[config.mk]
export PLATFORM = sky130hd
export DESIGN_NAME = row_median_engine_flat
export DESIGN_NICKNAME = d
export VERILOG_FILES = /design/src/rtl/rme_pkg.sv /design/src/rtl/rme_in_if.sv /design/src/rtl/rme_out_if.sv /design/src/rtl/rme_ram.sv /design/src/rtl/row_median_engine.sv /design/src/flat_wrapper.sv
export SDC_FILE = /design/constraint.sdc
export NUM_CORES = 1
export LEC_CHECK = 0
export BUFFER_PORTS_ARGS = -buffer_cell sky130_fd_sc_hd__buf_2
export CAP_MARGIN = 20
export CORE_ASPECT_RATIO = 1.4
export CORE_MARGIN = 5
export CORE_UTILIZATION = 25
export DETAILED_ROUTE_END_ITERATION = 8
export GPL_ROUTABILITY_DRIVEN = 1
export SYNTH_ARGS = -nofsm -noshare
export SYNTH_HDL_FRONTEND = slang
export SYNTH_SLANG_ARGS = --single-unit
[constraint.sdc]
create_clock -name clk -period 3.85 [get_ports clk]
set_input_delay 0.385 -clock clk [delete_from_list [all_inputs] [get_ports clk]]
set_output_delay 0.385 -clock clk [all_outputs]
set_load 0.02 [all_outputs]
[src/rtl/rme_pkg.sv]
// Shared types and constants for the row median engine.
// No dependencies; compiled first.
`timescale 1ns / 1ps

package rme_pkg;

	// Width of the used-sample count on the result beat.
	localparam int USED_W = 7;

	typedef enum logic [2:0] {
		S_IDLE,
		S_READ,
		S_CMP,
		S_PLACE,
		S_MED0,
		S_MED1,
		S_MED2,
		S_EMIT
	} rme_state_t;

endpackage

[src/rtl/rme_in_if.sv]
// Sample channel: valid/ready handshake carrying one sample and the row-end flag.
// Depends on nothing.
`timescale 1ns / 1ps

interface rme_in_if #(
	parameter int SAMPLE_BITS = 16
);
	logic                   valid;
	logic                   ready;
	logic [SAMPLE_BITS-1:0] sample;
	logic                   row_end;

	modport source (output valid, output sample, output row_end, input ready);
	modport sink (input valid, input sample, input row_end, output ready);
endinterface

[src/rtl/rme_out_if.sv]
// Result channel: valid/ready handshake carrying the doubled median and row status.
// Depends on rme_pkg for the count width.
`timescale 1ns / 1ps

interface rme_out_if #(
	parameter int SAMPLE_BITS = 16
);
	logic                        valid;
	logic                        ready;
	logic [SAMPLE_BITS:0]        median_doubled;
	logic [rme_pkg::USED_W-1:0]  samples_used;
	logic                        overflowed;

	modport source (output valid, output median_doubled, output samples_used,
		output overflowed, input ready);
	modport sink (input valid, input median_doubled, input samples_used,
		input overflowed, output ready);
endinterface

[src/rtl/rme_ram.sv]
// Generic single-write, single-read RAM with registered read data.
// No dependencies.
`timescale 1ns / 1ps

module rme_ram #(
	parameter int WIDTH = 16,
	parameter int DEPTH = 64
) (
	input  logic                     clk,
	input  logic                     we,
	input  logic [$clog2(DEPTH)-1:0] waddr,
	input  logic [WIDTH-1:0]         wdata,
	input  logic [$clog2(DEPTH)-1:0] raddr,
	output logic [WIDTH-1:0]         rdata
);
	logic [WIDTH-1:0] mem [DEPTH];
	logic [WIDTH-1:0] rdata_q;

	always_ff @(posedge clk) begin
		if (we) begin
			mem[waddr] <= wdata;
		end
		rdata_q <= mem[raddr];
	end

	assign rdata = rdata_q;
endmodule

[src/rtl/row_median_engine.sv]
// Row median engine: sorts the samples of a row into a RAM and reports the median.
// Depends on rme_pkg, rme_in_if, rme_out_if and rme_ram.
`timescale 1ns / 1ps

// Usage
//   samples (sink): one signed sample per beat; row_end marks the row's last beat.
//   result (source): one beat per row, with twice the median, the number of
//   samples it was taken over and a flag for samples dropped on a full store.
// Each sample is placed by insertion: a read/compare/write walk down the sorted
// RAM, where the single comparator moves every entry greater than the sample up
// one place. A row's first sample is written without a walk, and a dropped sample
// is taken in the idle state with no walk at all. The RAM's one read port and the
// compare loop set the pace of placement. At row end the median is formed with one
// shared adder, from the middle entry (odd count) or the two middle entries (even
// count), and the emit state loads it into the output register once that is free.
// The samples port is ready only while no item is in progress. A finished result
// waits in the output register while the next row already streams in; if the
// receiver still stalls when the next row ends, the engine holds until it drains.
// Reset clears the fill count, the drop flag, the state and the output valid;
// RAM contents are left as they are and are only read where written.
module row_median_engine #(
	parameter int MAX_ROW_LEN = 64,
	parameter int SAMPLE_BITS = 16
) (
	input  logic      clk,
	input  logic      arst_n,
	rme_in_if.sink    samples,
	rme_out_if.source result
);
	import rme_pkg::*;

	localparam int ADDR_W = $clog2(MAX_ROW_LEN);
	localparam int CNT_W  = $clog2(MAX_ROW_LEN + 1);

	rme_state_t state_q, state_d;

	logic [CNT_W-1:0]       fill_q;
	logic                   drop_q;
	logic [ADDR_W-1:0]      pos_q;
	logic [SAMPLE_BITS-1:0] smp_q;
	logic                   row_end_q;
	logic [SAMPLE_BITS-1:0] b_q;
	logic [SAMPLE_BITS:0]   sum_q;

	logic                   res_vld_q;
	logic [SAMPLE_BITS:0]   res_med_q;
	logic [USED_W-1:0]      res_used_q;
	logic                   res_ovf_q;

	logic                   ram_we;
	logic [ADDR_W-1:0]      ram_waddr;
	logic [SAMPLE_BITS-1:0] ram_wdata;
	logic [ADDR_W-1:0]      ram_raddr;
	logic [SAMPLE_BITS-1:0] ram_rdata;

	logic                   accept;
	logic                   full;
	logic                   gt;
	logic                   odd;
	logic [ADDR_W-1:0]      half;
	logic [SAMPLE_BITS-1:0] add_a, add_b;
	logic [SAMPLE_BITS:0]   add_sum;
	logic                   emit_go;

	rme_ram #(
		.WIDTH (SAMPLE_BITS),
		.DEPTH (MAX_ROW_LEN)
	) u_store (
		.clk   (clk),
		.we    (ram_we),
		.waddr (ram_waddr),
		.wdata (ram_wdata),
		.raddr (ram_raddr),
		.rdata (ram_rdata)
	);

	assign accept  = samples.valid && samples.ready;
	assign full    = (fill_q >= CNT_W'(MAX_ROW_LEN));
	assign gt      = ($signed(ram_rdata) > $signed(smp_q));
	assign odd     = fill_q[0];
	assign half    = ADDR_W'(fill_q >> 1);
	assign emit_go = !res_vld_q || result.ready;

	// Shared adder: doubles the middle entry, or sums the two middle entries.
	always_comb begin
		add_a = ram_rdata;
		add_b = (state_q == S_MED2) ? b_q : ram_rdata;
	end
	assign add_sum = {add_a[SAMPLE_BITS-1], add_a} + {add_b[SAMPLE_BITS-1], add_b};

	// Next state
	always_comb begin
		state_d = state_q;
		unique case (state_q)
			S_IDLE: begin
				if (samples.valid) begin
					if (full) begin
						state_d = samples.row_end ? S_MED0 : S_IDLE;
					end else if (fill_q == '0) begin
						state_d = S_PLACE;
					end else begin
						state_d = S_READ;
					end
				end
			end
			S_READ: state_d = S_CMP;
			S_CMP: begin
				if (gt && pos_q != ADDR_W'(1)) begin
					state_d = S_READ;
				end else begin
					state_d = S_PLACE;
				end
			end
			S_PLACE: state_d = row_end_q ? S_MED0 : S_IDLE;
			S_MED0:  state_d = S_MED1;
			S_MED1:  state_d = odd ? S_EMIT : S_MED2;
			S_MED2:  state_d = S_EMIT;
			S_EMIT:  state_d = emit_go ? S_IDLE : S_EMIT;
			default: state_d = S_IDLE;
		endcase
	end

	// Outputs to the RAM and the sample port
	always_comb begin
		samples.ready = 1'b0;
		ram_we        = 1'b0;
		ram_waddr     = pos_q;
		ram_wdata     = smp_q;
		ram_raddr     = '0;
		unique case (state_q)
			S_IDLE:  samples.ready = 1'b1;
			S_READ:  ram_raddr = pos_q - ADDR_W'(1);
			S_CMP: begin
				// shift the larger entry up one place
				ram_we    = gt;
				ram_wdata = ram_rdata;
			end
			S_PLACE: ram_we = 1'b1;
			S_MED0:  ram_raddr = half;
			S_MED1:  ram_raddr = half - ADDR_W'(1);
			S_MED2, S_EMIT: ;
			default: ;
		endcase
	end

	always_ff @(posedge clk or negedge arst_n) begin
		if (!arst_n) begin
			state_q   <= S_IDLE;
			fill_q    <= '0;
			drop_q    <= 1'b0;
			res_vld_q <= 1'b0;
		end else begin
			state_q <= state_d;
			if (accept && full) begin
				drop_q <= 1'b1;
			end
			if (state_q == S_PLACE) begin
				fill_q <= fill_q + CNT_W'(1);
			end
			if (state_q == S_EMIT && emit_go) begin
				res_vld_q <= 1'b1;
				fill_q    <= '0;
				drop_q    <= 1'b0;
			end else if (result.valid && result.ready) begin
				res_vld_q <= 1'b0;
			end
		end
	end

	always_ff @(posedge clk) begin
		if (accept) begin
			smp_q     <= samples.sample;
			row_end_q <= samples.row_end;
			pos_q     <= ADDR_W'(fill_q);
		end
		if (state_q == S_CMP && gt) begin
			pos_q <= pos_q - ADDR_W'(1);
		end
		if (state_q == S_MED1) begin
			b_q <= ram_rdata;
			if (odd) begin
				sum_q <= add_sum;
			end
		end
		if (state_q == S_MED2) begin
			sum_q <= add_sum;
		end
		if (state_q == S_EMIT && emit_go) begin
			res_med_q  <= sum_q;
			res_used_q <= USED_W'(fill_q);
			res_ovf_q  <= drop_q;
		end
	end

	assign result.valid          = res_vld_q;
	assign result.median_doubled = res_med_q;
	assign result.samples_used   = res_used_q;
	assign result.overflowed     = res_ovf_q;

	a_fill_bound: assert property (@(posedge clk) disable iff (!arst_n)
		fill_q <= CNT_W'(MAX_ROW_LEN))
		else $error("fill count beyond store depth");

	a_drop_set: assert property (@(posedge clk) disable iff (!arst_n)
		(accept && full) |=> drop_q)
		else $error("dropped sample not flagged");

	a_write_in_range: assert property (@(posedge clk) disable iff (!arst_n)
		ram_we |-> (CNT_W'(ram_waddr) <= fill_q) && !full)
		else $error("store write outside filled range");

	a_emit_clears: assert property (@(posedge clk) disable iff (!arst_n)
		(state_q == S_EMIT && emit_go) |=> (fill_q == '0) && res_vld_q)
		else $error("row state not cleared on result load");
endmodule
[src/flat_wrapper.sv]
// flat-port wrapper written by rule: the top's interface ports become plain ports
module row_median_engine_flat import rme_pkg::*;
#(
	parameter int MAX_ROW_LEN = 64,
	parameter int SAMPLE_BITS = 16
)
  (clk, arst_n, samples_valid, samples_sample, samples_row_end, samples_ready, result_valid, result_median_doubled, result_samples_used, result_overflowed, result_ready);
  rme_in_if #(.SAMPLE_BITS(SAMPLE_BITS)) samples_i ();
  rme_out_if #(.SAMPLE_BITS(SAMPLE_BITS)) result_i ();
  input  logic clk;
  input  logic arst_n;
  input wire logic [$bits(samples_i.valid)-1:0] samples_valid;
  input wire logic [$bits(samples_i.sample)-1:0] samples_sample;
  input wire logic [$bits(samples_i.row_end)-1:0] samples_row_end;
  output wire logic [$bits(samples_i.ready)-1:0] samples_ready;
  output wire logic [$bits(result_i.valid)-1:0] result_valid;
  output wire logic [$bits(result_i.median_doubled)-1:0] result_median_doubled;
  output wire logic [$bits(result_i.samples_used)-1:0] result_samples_used;
  output wire logic [$bits(result_i.overflowed)-1:0] result_overflowed;
  input wire logic [$bits(result_i.ready)-1:0] result_ready;
  assign samples_i.valid = samples_valid;
  assign samples_i.sample = samples_sample;
  assign samples_i.row_end = samples_row_end;
  assign samples_ready = samples_i.ready;
  assign result_valid = result_i.valid;
  assign result_median_doubled = result_i.median_doubled;
  assign result_samples_used = result_i.samples_used;
  assign result_overflowed = result_i.overflowed;
  assign result_i.ready = result_ready;
  row_median_engine #(.MAX_ROW_LEN(MAX_ROW_LEN), .SAMPLE_BITS(SAMPLE_BITS)) u_core (.clk(clk), .arst_n(arst_n), .samples(samples_i), .result(result_i));
endmodule
=== Yosys cells after proc, flatten, opt, wreduce, memory -nomap -nowiden ===
Memory sizes are Yosys's and may differ from the RTL's. A register that Yosys moved wholly into a read port is not among the register bits.
Cells that the tools add are included.
W data, S select, Z words.

* Register bits after elaboration: 93
* RAM bits: 1024
* Bits of input ports: 21
* Word-level logic and storage cells: 72
* Memories kept: 1

{| class="wikitable"
|+ Memories
! memory !! depth !! bits a word !! read ports !! clocked after Yosys merged registers in !! write ports !! line !! RTL
|-
| u_core.u_store.mem || 64 || 16 || 1 || 1 || 1 || rme_ram.sv:16 || <nowiki>logic [WIDTH-1:0] mem [DEPTH];</nowiki>
|}

* Add/sub/neg operators: 4
* Order comparisons: 2
* Equal/unequal tests: 9
* Muxes and demuxes: 27
* Reduce and logical (&&, ||, !) cells: 17

{| class="wikitable"
|+ Operators by type and width
! operator !! number
|-
| $mux W17 || 3
|-
| $mux W16 || 2
|-
| $pmux W3 S8 || 1
|-
| $pmux W6 S3 || 1
|-
| $add A16 B16 Y17 || 1
|-
| $gt A16 B16 Y1 || 1
|-
| $mux W3 || 5
|-
| $mux W7 || 2
|-
| $eq A3 B3 Y1 const B || 4
|-
| $mux W6 || 2
|-
| $reduce_bool A2 Y1 || 6
|-
| $sub A6 B1 Y6 const B || 2
|-
| $mux W1 || 8
|-
| $add A7 B1 Y7 const B || 1
|-
| $ge A7 B7 Y1 const B || 1
|-
| $logic_not A7 Y1 || 1
|-
| $eq A3 B2 Y1 const B || 2
|-
| $logic_and A1 B1 Y1 || 6
|-
| $ne A6 B1 Y1 const B || 1
|-
| $mux W2 || 2
|-
| $eq A3 B1 Y1 const B || 1
|-
| $logic_not A3 Y1 || 1
|-
| $ne A2 B2 Y1 const B || 1
|-
| $pmux W1 S2 || 1
|-
| 3 further kinds || 3
|}

=== Logic depth before layout (Yosys ltp) ===
* Depth after elaboration: 6
* Mapped depth: 15

=== By module ===
From an unflattened synthesis, not the netlist that was laid out.

* Cell total of the unflattened synthesis: 2271
* Area total of the unflattened synthesis: 45095.8 µm²

{| class="wikitable"
|+ By module, submodules not included
! module !! times used !! cells each !! area each (µm²) !! seq. area each (µm²)
|-
| rme_ram || 1 || 1829 || 40042.2 || 31069.8
|-
| row_median_engine || 1 || 442 || 5053.6 || 2732.6
|}

=== Least setup slack after synthesis ===
Ideal clock, no wire load.

* Path type: reg-to-reg
* From: reg u_core.state_q[2]
* To: mem u_core.u_store.mem[0][15] (data pin)
* Setup time: 0.702 ns
* Arrival: 3.499 ns
* Required time: 3.148 ns
* Setup slack: -0.351 ns
* Stages on the path, launching flop included: 6
* Buffers on the path: 3
* Period minus slack after synthesis: 4.201 ns
* Cells stage by stage: dfrtp_1 -> clkbuf_2 -> buf_2 -> nor3b_1 -> clkbuf_1 -> o21ai_0

* Cells in the longest elaborated chain, start to end: 2

{| class="wikitable"
|+ RTL lines
! item !! line !! RTL
|-
| from (decl) || row_median_engine.sv:35 || <nowiki>rme_state_t state_q, state_d;</nowiki>
|-
| from (signal assigned) || row_median_engine.sv:153 || <nowiki>state_q <= state_d;</nowiki>
|-
| $eq A3 B2 Y1 || row_median_engine.sv:130 || <nowiki>unique case (state_q)</nowiki>
|-
| $mux W16 || row_median_engine.sv:130 ||
|-
| named net u_core.ram_wdata[15] || row_median_engine.sv:52 || <nowiki>logic [SAMPLE_BITS-1:0] ram_wdata;</nowiki>
|-
| to (decl) || rme_ram.sv:16 ||
|}

The timed path passes the listed nets, and every way through them passes these cells.

=== Worst setup path after layout ===
* From: reg u_core.state_q[1]
* To: reg u_core.u_store.rdata_q[4] (netlist: u_core.u_store.rdata[4]) (read register of u_core.u_store.mem)

* Cells in the longest elaborated chain, start to end: 2

{| class="wikitable"
|+ RTL lines
! item !! line !! RTL
|-
| $eq A3 B3 Y1 or $eq A3 B1 Y1 (tied branches) || row_median_engine.sv:130 ||
|-
| $pmux W6 S3 (*) || row_median_engine.sv:130 ||
|-
| to (decl) || rme_ram.sv:17 || <nowiki>logic [WIDTH-1:0] rdata_q;</nowiki>
|}

Mark *: on every way between the ends. The rest lies on a longest branch, timed or not.
A chain may end at the register's enable or synchronous reset.

==> summary.txt <==
Setup path
  – Internal reg-to-reg setup slack: approximately 300 ps
  – Worst-path maximum fanout: 41
  – Slowest stage delay, CP: roughly 530 ps
  – Crit-path leading delay family: compound AO/OA/AOI/OAI gates
  – Worst reg2reg path depth: 10
  – Worst setup EP type: flop
  – Critical path cell sequence: buf_4 -> nand2b_1 -> o32a_2 -> buf_12 -> buf_12 -> mux2i_1 -> mux2i_1 -> o32ai_1 -> a211o_1 -> nor4_2
  – Crit-path slowest cell: mux2i_1
  – CP required: between 4000 and 5000 ps
  – Critical Path Source Type: flop
  – Levels on crit path: 10
  – WP buf/inv: 3
  – WS Path Type: reg -> reg
  – Data arrival, critical path: 4140 ps

Timing
  – Worst slew margin: between 10% and 20%
  – Setup Viol. Count Final: 0
  – Least-Margin Pin Slew: around 1200 ps
  – Post-layout min period: between 3000 and 4000 ps
  – Fmax: ~280 MHz
  – Hold Fails Final Rpt: 0
  – Max-slew violations: 0
  – Unrepaired setup endpoints after global routing: false
  – Tcrit/Tclk final: about 90%
  – Worst Clk Skew: around 34 ps

Floorplan
  – Total core area: 186000 um2
  – Die extent in x: between 300 and 400 um
  – Initial core utilization: between 20% and 30%
  – Row cnt: around 190
  – I/O pins: 48
  – Die span in y: between 500 and 600 um
  – Die footprint: 196000 um2

Global route
  – First-pass GRT wire length: 182 mm
  – Pin count of the biggest net entering global routing: 65
  – Met1 usage: ~14%
  – Final global-route overflow total: 0
  – Vias in the first global route: about 27000
  – Met3 Resource Use GR: 1.97%
  – Antenna violations before repair: 2
  – GRT busiest layer: met2
  – Met2 GRT Util: a little over a fifth
  – GRT Resource Usage Total: 12.3%

CTS
  – H-tree levels: 3
  – Clk sink count: 1133
  – Cts hold-fix bufs: 19
  – TritonCTS Buffers: approximately 100
  – Clock-pin slew on the worst setup and hold paths: ~70 ps
  – Clock latency on the worst-skew pair: 710 ps
  – CTS root buf: clkbuf_16
  – Post-cts resize count: 0
  – CTS tree: yes
  – Setup Fix Bufs, Post-CTS: 0
  – Clock Tree Buf Depth: 3

Power
  – Power Total: approximately 43 mW
  – Leakage: ~19 nW
  – Pwr/cell area: around 800 nW/um2
  – Max VDD drop: between 500 and 600 uV

Synth
  – Syn_area_per_cell: 15.2 um2
  – Synth Net Count: approximately 3100
  – Synth area leaders: edfxtp_1 (71%), mux2i_1 (6.2%), nand2_1 (3.6%)
  – Synth Instances: 3062
  – Post-Syn Area: between 40000 and 50000 um2
  – Synth unique cells: 73
  – Yosys top cell by area: edfxtp_1
  – Flip-flop and latch count after synthesis: between 1000 and 1500
  – Register area share after synthesis: between 70 and 80%
  – Yosys warning count: 0
  – Post-synth top area share: 71.1%
  – Fraction of registers with async set/reset: roughly 1.1%
  – Post-synth EDFFs: 1105
  – Ys flop type: edfxtp_1

Drt
  – Antenna viol nets, final: 0
  – Initial DRC Count: roughly 2100
  – # DRC: 0
  – Pre-antenna DRT Iters: 6
  – DRT Wirelength: 124 mm
  – Per-cell routed wire length: 21.5 um
  – Via count: 26800
  – Vias per cell: between 4 and 5

Place
  – Post-DP HPWL: roughly 80 mm
  – Cell total after placement: around 5600
  – GP Congestion: 0.870
  – Port Buffers: between 40 and 50
  – Placed Area: 51500 um2

Worst hold path
  – Worst Hold Class: in -> async

Cells and area
  – Reg area: between 30000 and 40000 um2
  – Final Util: slightly below 30%
  – Synth-to-layout area growth: 17.6%
  – Layout cell share with drive strength beyond 1: 17.7%
  – Fin area: between 50000 and 60000 um2
  – Area occupied by multi-input gates: ~12000 um2
  – Most frequent cells in the layout: edfxtp_1 (1105), nand2_1 (453), mux2i_1 (291), nand3_1 (244), buf_4 (184)
  – Most common cell after layout, fill and taps aside: edfxtp_1
  – Fin cells: about 5800
  – Fillers: approximately 18000
  – Nets: 3313

Outcome
  – Outcome: finished clean

Run
  – Max-Cap Viols: 0
[final timing paths]
kind / start / to
max in group asynchronous: arst_n / u_core.drop_q
min in group clk: samples_valid / u_core.state_q[0]
hold / removal: arst_n / u_core.fill_q[6]
setup reg to reg: u_core.state_q[1] / u_core.u_store.rdata[4]
hold reg to reg: u_core.sum_q[9] / u_core.result.median_doubled[9]
setup / recovery: u_core.state_q[1] / u_core.u_store.rdata[4]
[power breakdown]
part,switching (mW),internal [mW]
registers,0.412,15.8
clock network,4.41,5.42
logic,11.3,6.07
[worst register-to-register path: cells and delay by family, from the launching register on]
family,cells,cell delay [ps]
compound gates,3,910
buf+inv,3,860
mux,2,720
simple gates,2,600
flops,1,350
[per-stage QoR]
stage | hold slack, ps | setup slack [ps] | setup TNS, ps
after detailed placement | 302 | 343 | 0
after CTS | 93.3 | 299 | 0
after global placement | 303 | 317 | 0
final | 112 | 303 | 0
after floorplan | 89.4 | -351 | -272410
after global routing | 142 | 193 | 0
[Yosys cell counts, types with 17 or more instances]
cell / number
o21ai_0: 42
nor3_1: 62
a211o_1: 32
mux2i_1: 291
buf_1: 17
buf_2: 57
mux4_2: 51
ha_1: 38
nor2_1: 43
a21oi_1: 56
a211oi_1: 21
edfxtp_1: 1105
buf_4: 24
nand3_1: 244
a21o_1: 55
o211ai_1: 34
inv_1: 47
mux2_2: 21
clkbuf_1: 76
nand2_1: 453
and3_1: 68
[cell families (layout without fill, tap and decap cells)]
family	after synthesis	after routing	synth area share [%]
AO/OA/AOI/OAI	317	317	4.87
XOR/XNOR	23	23	0.448
adder cells (fa/ha/maj)	39	39	1.06
buffers and inverters	233	502	2.37
flip-flops	1133	1133	72.4
multiplexers	364	364	9.24
other	0	1	0
AND/OR/NAND/NOR	953	953	9.62
[registers in the layout (all words and copies together) (netlist names), 3 cells and up]
signal,flops
u_core.result.median_doubled,17
u_core.b_q,16
u_core.smp_q,16
u_core.fill_q,7
u_core.sum_q,17
u_core.u_store.mem,1024
u_core.state_q,3
u_core.pos_q,6
u_core.u_store.rdata,16
u_core.result.samples_used,7
[per-layer routing]
metal  wire length [um]  vias to the layer above
met5                  0                        -
met4               8500                        0
met3               6890                      243
met2              61700                      841
met1              47100                    13600
li1                   -                    12100
[final cells by class]
type	count	share of cell area, %
multi-input combinational	1696	22.5
tap	2457	5.60
inverter	48	0.328
clock inverter	55	0.996
clock buffer	123	4.75
sequential	1133	61.6
timing repair buffer	276	4.25
antenna	1	0.00456
No activity file was read; power rests on OpenSTA's default activity.
